<file path="config.mk">
export PLATFORM = sky130hd
export DESIGN_NAME = tga_rle_pixel_decoder
export DESIGN_NICKNAME = d
export VERILOG_FILES = /design/src/hdl/tgarle_pkg.sv /design/src/hdl/tga_rle_pixel_decoder.sv
export SDC_FILE = /design/constraint.sdc
export NUM_CORES = 1
export LEC_CHECK = 0
export ABC_AREA = 1
export BUFFER_PORTS_ARGS = -buffer_cell sky130_fd_sc_hd__buf_2
export CORE_AREA = 8 8 118 120
export DETAILED_ROUTE_END_ITERATION = 8
export DIE_AREA = 0 0 126 128
export PLACE_DENSITY_LB_ADDON = 0.3
export SLEW_MARGIN = 10
export SYNTH_ARGS = -nofsm -noshare
export SYNTH_HDL_FRONTEND = slang
export SYNTH_SLANG_ARGS = --single-unit
</file>
<file path="constraint.sdc">
create_clock -name clk -period 4.05 [get_ports clk]
set_input_delay 0.6075 -clock clk [delete_from_list [all_inputs] [get_ports clk]]
set_output_delay 0.6075 -clock clk [all_outputs]
set_load 0.02 [all_outputs]
</file>
<file path="src/hdl/tgarle_pkg.sv">
`timescale 1ns / 1ps
`default_nettype none
// tgarle_pkg: shared types, constants, and the size-normalizing and pixel
// unpack functions for the targa run-length pixel decoder. No dependencies.
package tgarle_pkg;

    // configuration register indexes
    typedef enum logic [1:0] {
        REG_COMPRESSED      = 2'd0,
        REG_BYTES_PER_PIXEL = 2'd1,
        REG_INDEX_MODE      = 2'd2,
        REG_INDEX_ORIGIN    = 2'd3
    } cfg_reg_t;

    // normalized pixel sizes in bytes
    localparam logic [2:0] SIZE_GRAY    = 3'd1;
    localparam logic [2:0] SIZE_HICOLOR = 3'd2;
    localparam logic [2:0] SIZE_BGR     = 3'd3;
    localparam logic [2:0] SIZE_BGRA    = 3'd4;

    // 5-5-5 field masks
    localparam logic [7:0] RED_MASK   = 8'h7c;
    localparam logic [7:0] GRNHI_MASK = 8'h03;
    localparam logic [7:0] GRNLO_MASK = 8'he0;
    localparam logic [7:0] BLUE_MASK  = 8'h1f;
    localparam logic [7:0] ATTR_MASK  = 8'h80;

    // packet header: top bit marks a run
    localparam int RUN_BIT = 7;

    typedef struct packed {
        logic [7:0] red;
        logic [7:0] green;
        logic [7:0] blue;
        logic [7:0] alpha;
        logic [7:0] gray_or_index;
        logic [7:0] run_count;
    } pixel_t;

    // zero acts as one byte, five to seven act as four
    function automatic logic [2:0] norm_size(input logic [2:0] bpp);
        logic [2:0] s;
        if (bpp == 3'd0) begin
            s = SIZE_GRAY;
        end else if (bpp > SIZE_BGRA) begin
            s = SIZE_BGRA;
        end else begin
            s = bpp;
        end
        return s;
    endfunction

    function automatic pixel_t unpack_pixel(
        input logic [31:0] full,
        input logic [2:0]  size,
        input logic        idx_mode,
        input logic [7:0]  origin,
        input logic [7:0]  count
    );
        pixel_t     p;
        logic [7:0] b0;
        logic [7:0] b1;
        b0 = full[7:0];
        b1 = full[15:8];
        p = '0;
        p.run_count = count;
        unique case (size)
            SIZE_GRAY: begin
                p.gray_or_index = idx_mode ? (b0 - origin) : b0;
            end
            SIZE_HICOLOR: begin
                p.red   = {b1[6:2], 3'b000} & {RED_MASK[6:0], 1'b0};
                p.green = {b1[1:0] & GRNHI_MASK[1:0], b0[7:5] & GRNLO_MASK[7:5], 3'b000};
                p.blue  = {b0[4:0] & BLUE_MASK[4:0], 3'b000};
                p.alpha = b1 & ATTR_MASK;
            end
            SIZE_BGR: begin
                p.blue  = full[7:0];
                p.green = full[15:8];
                p.red   = full[23:16];
            end
            default: begin
                p.blue  = full[7:0];
                p.green = full[15:8];
                p.red   = full[23:16];
                p.alpha = full[31:24];
            end
        endcase
        return p;
    endfunction

endpackage
`default_nettype wire

</file>
<file path="src/hdl/tga_rle_pixel_decoder.sv">
`timescale 1ns / 1ps
`default_nettype none
// tga_rle_pixel_decoder: top level of the targa pixel-data decoder.
// Depends on tgarle_pkg.
//
// Takes the image data stream one byte per word and emits one decoded pixel
// word per finished pixel, with its repeat count (1 for literal and raw
// pixels, the packet count for a run). The block sustains one input byte per
// clock while its pixel words are taken: each byte is caught in an input
// register, and a single pass of logic updates the packet and pixel-gathering
// state and loads the result register, which offers the pixel word once its
// last byte has been processed. Input stays ready while a finished pixel
// waits until the input register also holds a byte; from then input stalls
// until the waiting pixel is taken. Header bytes and non-final pixel bytes
// produce no output word.
// Configuration registers are always ready and should be written only while
// no byte is in flight; frame_start on a byte clears all packet state first.
module tga_rle_pixel_decoder (
    input  wire logic       clk,
    input  wire logic       rst_n,
    // byte input channel
    input  wire logic       in_valid,
    output logic            in_ready,
    input  wire logic [7:0] data_byte,
    input  wire logic       frame_start,
    // pixel output channel
    output logic            out_valid,
    input  wire logic       out_ready,
    output logic [7:0]      red,
    output logic [7:0]      green,
    output logic [7:0]      blue,
    output logic [7:0]      alpha,
    output logic [7:0]      gray_or_index,
    output logic [7:0]      run_count,
    // configuration write channel
    input  wire logic       cfg_valid,
    output logic            cfg_ready,
    input  wire logic [1:0] cfg_index,
    input  wire logic [7:0] cfg_data
);
    import tgarle_pkg::*;

    typedef enum logic [1:0] {
        KIND_HEADER  = 2'd0,
        KIND_LITERAL = 2'd1,
        KIND_RUN     = 2'd2
    } kind_t;

    // configuration registers
    logic       compressed_reg;
    logic [2:0] bpp_reg;
    logic       index_mode_reg;
    logic [7:0] index_origin_reg;

    // input stage
    logic       s1_valid_reg;
    logic [7:0] s1_byte_reg;
    logic       s1_frame_reg;

    // packet and gathering state
    kind_t       kind_reg,   kind_next;
    logic [7:0]  remain_reg, remain_next;
    logic [1:0]  bpos_reg,   bpos_next;
    logic [23:0] gath_reg,   gath_next;
    logic [7:0]  runlen_reg, runlen_next;

    // result stage
    logic   out_valid_reg;
    pixel_t pix_reg;
    pixel_t pix_next;
    logic   emit;

    // working values
    kind_t       kind_c;
    logic [7:0]  remain_c;
    logic [1:0]  bpos_c;
    logic [23:0] gath_c;
    logic [7:0]  runlen_c;
    logic [2:0]  size;
    logic [2:0]  size_m1;
    logic [31:0] byte_at_bpos;
    logic [31:0] byte_at_top;
    logic [31:0] full;
    logic [7:0]  hdr_count;
    logic [7:0]  count;
    logic        advance;

    // stage 1 moves on when the result register is free or being drained
    assign advance   = s1_valid_reg && (!out_valid_reg || out_ready);
    assign in_ready  = !s1_valid_reg || advance;
    assign cfg_ready = 1'b1;

    assign size      = norm_size(bpp_reg);
    assign size_m1   = size - 3'd1;
    assign hdr_count = {1'b0, s1_byte_reg[6:0]} + 8'd1;

    always_comb
    begin
        // frame start clears state ahead of the byte
        if (s1_frame_reg)
        begin
            kind_c   = KIND_HEADER;
            remain_c = '0;
            bpos_c   = '0;
            gath_c   = '0;
            runlen_c = '0;
        end
        else
        begin
            kind_c   = kind_reg;
            remain_c = remain_reg;
            bpos_c   = bpos_reg;
            gath_c   = gath_reg;
            runlen_c = runlen_reg;
        end

        byte_at_bpos = {24'd0, s1_byte_reg} << {bpos_c, 3'b000};
        byte_at_top  = {24'd0, s1_byte_reg} << {size_m1[1:0], 3'b000};
        full         = {8'd0, gath_c} | byte_at_top;

        kind_next   = kind_c;
        remain_next = remain_c;
        bpos_next   = bpos_c;
        gath_next   = gath_c;
        runlen_next = runlen_c;
        emit        = 1'b0;
        count       = 8'd1;

        priority if (compressed_reg && (kind_c == KIND_HEADER || remain_c == 8'd0))
        begin
            // packet header byte
            remain_next = hdr_count;
            kind_next   = s1_byte_reg[RUN_BIT] ? KIND_RUN : KIND_LITERAL;
            runlen_next = s1_byte_reg[RUN_BIT] ? hdr_count : 8'd0;
            bpos_next   = '0;
            gath_next   = '0;
        end
        else if (({1'b0, bpos_c} + 3'd1) < size)
        begin
            // more bytes of this pixel to come
            gath_next = gath_c | byte_at_bpos[23:0];
            bpos_next = bpos_c + 2'd1;
        end
        else
        begin
            // last byte of the pixel
            emit      = 1'b1;
            bpos_next = '0;
            gath_next = '0;
            if (compressed_reg)
            begin
                if (kind_c == KIND_RUN)
                begin
                    count       = runlen_c;
                    remain_next = '0;
                    kind_next   = KIND_HEADER;
                end
                else
                begin
                    remain_next = remain_c - 8'd1;
                    if (remain_c == 8'd1)
                    begin
                        kind_next = KIND_HEADER;
                    end
                end
            end
        end

        pix_next = unpack_pixel(full, size, index_mode_reg, index_origin_reg, count);
    end

    // configuration writes
    always_ff @(posedge clk or negedge rst_n)
    begin
        if (!rst_n)
        begin
            compressed_reg   <= 1'b0;
            bpp_reg          <= SIZE_GRAY;
            index_mode_reg   <= 1'b0;
            index_origin_reg <= 8'd0;
        end
        else if (cfg_valid && cfg_ready)
        begin
            unique case (cfg_reg_t'(cfg_index))
                REG_COMPRESSED:      compressed_reg   <= cfg_data[0];
                REG_BYTES_PER_PIXEL: bpp_reg          <= cfg_data[2:0];
                REG_INDEX_MODE:      index_mode_reg   <= cfg_data[0];
                REG_INDEX_ORIGIN:    index_origin_reg <= cfg_data;
                default:             compressed_reg   <= compressed_reg;
            endcase
        end
    end

    // input register
    always_ff @(posedge clk or negedge rst_n)
    begin
        if (!rst_n)
        begin
            s1_valid_reg <= 1'b0;
        end
        else if (in_ready)
        begin
            s1_valid_reg <= in_valid;
        end
    end

    always_ff @(posedge clk)
    begin
        if (in_valid && in_ready)
        begin
            s1_byte_reg  <= data_byte;
            s1_frame_reg <= frame_start;
        end
    end

    // decoder state and result register
    always_ff @(posedge clk or negedge rst_n)
    begin
        if (!rst_n)
        begin
            kind_reg      <= KIND_HEADER;
            remain_reg    <= '0;
            bpos_reg      <= '0;
            gath_reg      <= '0;
            runlen_reg    <= '0;
            out_valid_reg <= 1'b0;
        end
        else
        begin
            if (advance)
            begin
                kind_reg      <= kind_next;
                remain_reg    <= remain_next;
                bpos_reg      <= bpos_next;
                gath_reg      <= gath_next;
                runlen_reg    <= runlen_next;
                out_valid_reg <= emit;
            end
            else if (out_ready)
            begin
                out_valid_reg <= 1'b0;
            end
        end
    end

    always_ff @(posedge clk)
    begin
        if (advance && emit)
        begin
            pix_reg <= pix_next;
        end
    end

    assign out_valid     = out_valid_reg;
    assign red           = pix_reg.red;
    assign green         = pix_reg.green;
    assign blue          = pix_reg.blue;
    assign alpha         = pix_reg.alpha;
    assign gray_or_index = pix_reg.gray_or_index;
    assign run_count     = pix_reg.run_count;

endmodule
`default_nettype wire

</file>
Yosys cells after proc, flatten, opt, wreduce, memory -nomap -nowiden
Index checks and enable logic that the tools add are counted.
Widths: inputs -> output; s select.
- logic and storage cells: 91
- register bits: 116
- output and inout bits: 51
- add/subtract/negate cells: 6
- mux-type cells: 30
- reduce and logical (&&, ||, !) cells: 20
- order comparisons: 2
- shift operators: 2
- equal/unequal tests: 8
- bitwise logic cells: 4
- operator list (operator ; number):
    $mux 24 ; 3
    $mux 8 ; 9
    $pmux 24 s2 ; 1
    $or 24x32->32 ; 1
    $shl 8x5->32 ; 1
    $or 24x24->24 ; 1
    $shl 8x5->24 ; 1
    $mux 2 ; 10
    $pmux 8 s2 ; 1
    $add 7x1->8 const B ; 1
    $eq 8x1->1 const B ; 1
    $logic_not 8->1 ; 1
    $reduce_and 2->1 ; 4
    $sub 8x1->8 const B ; 1
    $sub 8x8->8 ; 1
    $eq 2x2->1 const B ; 3
    $eq 3x2->1 const B ; 2
    $mux 3 ; 2
    $logic_and 1x1->1 ; 4
    $logic_not 2->1 ; 2
    $mux 1 ; 4
    $reduce_or 4->1 ; 1
    $add 2x1->3 const B ; 1
    $eq 3x1->1 const B ; 1
    other kinds (11) ; 15

Longest topological paths before layout
- depth after elaboration: 8
- mapped depth: 19

Worst setup path after synthesis
OpenSTA, ideal clock, no wires.
- path type: register -> register
- start: register bpos_reg[1]
- end: register pix_reg (netlist bit alpha[0]), enable pin
- buffers on the path: 1
- setup slack: -0.104 ns
- data arrival time: 3.701 ns
- required time: 3.596 ns
- cell stages (with the launch flop): 12
- cell sequence: dfrtp_1 buf_2 inv_1 nor2_2 ha_1 ha_1 nand2_1 inv_1 nand2_2 nand2_2 nand2_1 nor2_1
- word-level cells in the longest chain between the ends: 6
- RTL lines (element ; RTL line ; text):
    from (decl) ; tga_rle_pixel_decoder.sv:63 ; logic [1:0] bpos_reg, bpos_next;
    from (signal assigned) ; tga_rle_pixel_decoder.sv:234 ; bpos_reg <= bpos_next;
    $mux 2 ; tga_rle_pixel_decoder.sv:100 ; if (s1_frame_reg)
    $add 2x1->3 ; tga_rle_pixel_decoder.sv:138 ; else if (({1'b0, bpos_c} + 3'd1) < size)
    $lt 3x3->1 ; tga_rle_pixel_decoder.sv:138 ;
    $mux 1 ; tga_rle_pixel_decoder.sv:138 ;
    $mux 1 ; tga_rle_pixel_decoder.sv:129 ; priority if (compressed_reg && (kind_c == KIND_HEADER || remain_c == 8'd0))
    $logic_and 1x1->1 ; tga_rle_pixel_decoder.sv:248 ; if (advance && emit)
    to (signal assigned) ; tga_rle_pixel_decoder.sv:250 ; pix_reg <= pix_next;
    to (decl) ; tga_rle_pixel_decoder.sv:69 ; pixel_t pix_reg;
No other way between the ends.
A chain may end at the register's enable or synchronous reset.

Worst setup path in the final report
- start: register bpp_reg[2]
- end: register pix_reg (netlist bit gray_or_index[7]), data pin
- word-level cells in the longest chain between the ends: 8
- elaborated cells on any way between the ends: 10
- classes of those cells: 2 x add/sub; 1 x order compare; 1 x eq/ne; 1 x shift; 3 x mux; 1 x bitwise; 1 x reduce/logical
- RTL lines (element ; RTL line ; text):
    from (decl) ; tga_rle_pixel_decoder.sv:51 ; logic [2:0] bpp_reg;
    from (signal assigned) ; tga_rle_pixel_decoder.sv:186 ; REG_BYTES_PER_PIXEL: bpp_reg <= cfg_data[2:0];
    $gt 3x3->1 ; tgarle_pkg.sv:45 ; end else if (bpp > SIZE_BGRA) begin
    $mux 3 ; tgarle_pkg.sv:45 ;
    $mux 3 (*) ; tgarle_pkg.sv:43 ; if (bpp == 3'd0) begin
    $sub 2x1->2 ; tga_rle_pixel_decoder.sv:94 ; assign size_m1 = size - 3'd1;
    $shl 8x5->32 ; tga_rle_pixel_decoder.sv:118 ; byte_at_top = {24'd0, s1_byte_reg} << {size_m1[1:0], 3'b000};
    $or 24x32->32 ; tga_rle_pixel_decoder.sv:119 ; full = {8'd0, gath_c} | byte_at_top;
    $sub 8x8->8 ; tgarle_pkg.sv:69 ; p.gray_or_index = idx_mode ? (b0 - origin) : b0;
    $mux 8 ; tgarle_pkg.sv:69 ;
Mark *: on every way between the ends. The rest lies on a longest branch, timed or not.

==> results.sh <==
export IMPL_routed_wl_met2_um=7740
export IMPL_rsz0062_at_grt="no"
export IMPL_synth_cells=743
export IMPL_dominantRegCellSynth="dfrtp_1"
export IMPL_vias=5426
export IMPL_wl_met1_um=7100
export IMPL_clock_skew_ns=0.0126
export IMPL_synth_edf_count=57
export IMPL_gp_congestion=0.958
export IMPL_regArea_um2=3190
export IMPL_maxSlewViolCount=0
export IMPL_die_area_um2=16100
export IMPL_htree_levels=4
export IMPL_p_per_area_nw_per_um2=689
export IMPL_drc=0
export IMPL_period_minus_slack_ns=3.16
export IMPL_worst_pin_slew_ns=1.17
export IMPL_end_kind="flip-flop"
export IMPL_utilization=0.595
export IMPL_grt_max_degree=74
export IMPL_grt_usage=0.216
export IMPL_cp_start_kind="flip-flop"
export IMPL_hold_path_class="input pin to async pin"
export IMPL_post_cts_buffers=0
export IMPL_antenna_found_initial=0
export IMPL_die_w_um=126
export IMPL_wirelength_um=16600
export IMPL_routed_top_layer="met4"
export IMPL_clock_path_buffers=2
export IMPL_ctsResizeCount=0
export IMPL_synth_seq_cells=116
export IMPL_drt_iter0_drc=463
export IMPL_grt_pass1_wl_um=27200
export IMPL_status="finished clean"
export IMPL_dp_hpwl_um=12200
export IMPL_dr_wl_met3_um=1210
export IMPL_layout_drive_gt1_share=0.163
export IMPL_fin_crit_sh=0.781
export IMPL_arrival_ns=3.33
export IMPL_fillCellCount=1112
export IMPL_critPathKind="flip-flop to flip-flop"
export IMPL_vdd_drop_max_mv=0.302
export IMPL_area_delta_synth_final_pct=16.3
export IMPL_hold_viol_final=0
export IMPL_ys_types=38
export IMPL_synth_warnings=0
export IMPL_cts_hold_buffers_added=0
export IMPL_path_clk_slew_ns=0.06
export IMPL_ys_seq_area_frac=0.510
export IMPL_cts_tree="yes"
export IMPL_fp_row_count=41
export IMPL_worstPathRequired_ns=4.22
export IMPL_syn_area_um2=6250
export IMPL_clock_latency_ns=0.42
export IMPL_numCtsBuffers=17
export IMPL_die_h_um=128
export IMPL_top_level_ports=75
export IMPL_syn_nets=784
export IMPL_tns_ns=0
export IMPL_n_antenna_cell=0
export IMPL_crit_fanout=11
export IMPL_avgViaCountPerCell=5.59
export IMPL_setup_viol=0
export IMPL_root_buffer="clkbuf_16"
export IMPL_largest_reg_flops=24
export IMPL_drtAntennaViolNets=0
export IMPL_grt_pass1_vias=5277
export IMPL_io_buffers=73
export IMPL_synth_async_reset_ratio=0.509
export IMPL_initial_core_util=0.512
export IMPL_nets=849
export IMPL_total_leakage_power_nw=3.47
export IMPL_avgSynthCellArea_um2=8.41
export IMPL_fmax_mhz=316
export IMPL_first_pass_iters=5
export IMPL_final_common_cell="nand2_1"
export IMPL_globalRouteOverflowTotal=0
export IMPL_routedWlPerCell_um=17.1
export IMPL_layout_common_cells="190 x nand2_1, 107 x inv_1, 73 x buf_2"
export IMPL_cts_num_sinks=116
export IMPL_multi_input_area_um2=2470
export IMPL_coreArea_um2=12200
export IMPL_max_cap_viol_count=0
export IMPL_slew_headroom=0.216
cell usage after synthesis (2+ instances only):
cell type  count  area, um^2
a21oi_2        2        17.5
edfxtp_1      57        1710
buf_1          2        7.51
dfrtp_1       58        1450
buf_4          4        30.0
o32ai_1       15         131
nand3_1       45         225
a31oi_1        4        25.0
nand2_1      190         713
a21o_1         2        15.0
inv_1        107         402
o22ai_1       56         350
a21oi_1       24         120
nand2_4        2        22.5
xnor2_1        3        26.3
o21ai_2        2        17.5
nor2_2         3        18.8
buf_6          3        33.8
xor2_1         4        35.0
nand4_1        3        18.8
o21bai_1       2        15.0
inv_2          5        18.8
buf_2          8        40.0
o211ai_1       3        22.5
ha_1          16         200
nor2_1        51         191
o21ai_1        3        15.0
nand2_2        7        43.8
clkbuf_1      17        63.8
o21ai_0       37         185
metrics by stage:
stage / cell area (um^2) / instances / hold slack [ns] / setup slack, ns / total power [mW]
global placement: 6690 / 939 / 0.467 / 1.09 / 3.54
floorplan: 6250 / 743 / 0.312 / 0.700 / 3.09
detailed placement: 6690 / 939 / 0.466 / 0.956 / 3.59
finish: 7270 / 971 / 0.199 / 0.886 / 5.01
global route: 7270 / 971 / 0.231 / 0.527 / 5.32
CTS: 7270 / 971 / 0.199 / 0.944 / 5.02
worst paths after layout:
path,depth (start not counted),to,from,slack [ns]
hold reg to reg,2,runlen_reg[6]$_DFFE_PN0P_,runlen_reg[6]$_DFFE_PN0P_,0.48
min in group clk,1,s1_byte_reg[1]$_DFFE_PP_,data_byte[1],0.37
setup / recovery,14,gray_or_index[7]$_SDFFCE_PN0P_,bpp_reg[2]$_DFFE_PN0P_,0.89
setup reg to reg,14,gray_or_index[7]$_SDFFCE_PN0P_,bpp_reg[2]$_DFFE_PN0P_,0.89
hold / removal,1,gath_reg[12]$_DFFE_PN0P_,rst_n,0.20
max in group asynchronous,2,gath_reg[23]$_DFFE_PN0P_,rst_n,2.94
layer usage:
layer,global-route usage,up-vias
li1,-,2606
met1,0.267,2566
met2,0.337,211
met3,0.0599,43
met4,0.117,0
met5,0,-
kinds of logic after synthesis:
group | Yosys count | share of synthesized area
AOI/OAI and AO/OA | 151 | 0.148
xor gates and xnor gates | 7 | 0.00981
adders and majority gates | 17 | 0.0352
buffers and inverters | 147 | 0.0963
DFF | 116 | 0.510
other | 1 | 0.000600
and+or+nand+nor | 304 | 0.200
where the power goes:
part           internal (mW)  switching (mW)
clock                  0.919           0.506
combinational          0.552            1.26
sequential              1.60           0.174
total                   3.07            1.93
area by class of cell:
class,instances,area share
inverter,113,0.0587
timing repair buffer,80,0.0575
clock buffer,25,0.0742
multi-input combinational,480,0.340
tap,150,0.0258
clock inverter,7,0.00534
sequential,116,0.439
worst max-delay path, stage by stage (launching register included):
cell and delay [ns]:
dfrtp_1 0.52, inv_2 0.12, nand2_1 0.10, nand2_1 0.08, ha_1 0.37, inv_1 0.32, o22ai_1 0.21, ha_1 0.37
a21o_1 0.21, a21boi_0 0.21, nand2_1 0.08, nand2_1 0.06, nand3_1 0.08, nor2_1 0.11, nor2_1 0.06
Power figures use the tool's default switching activity.
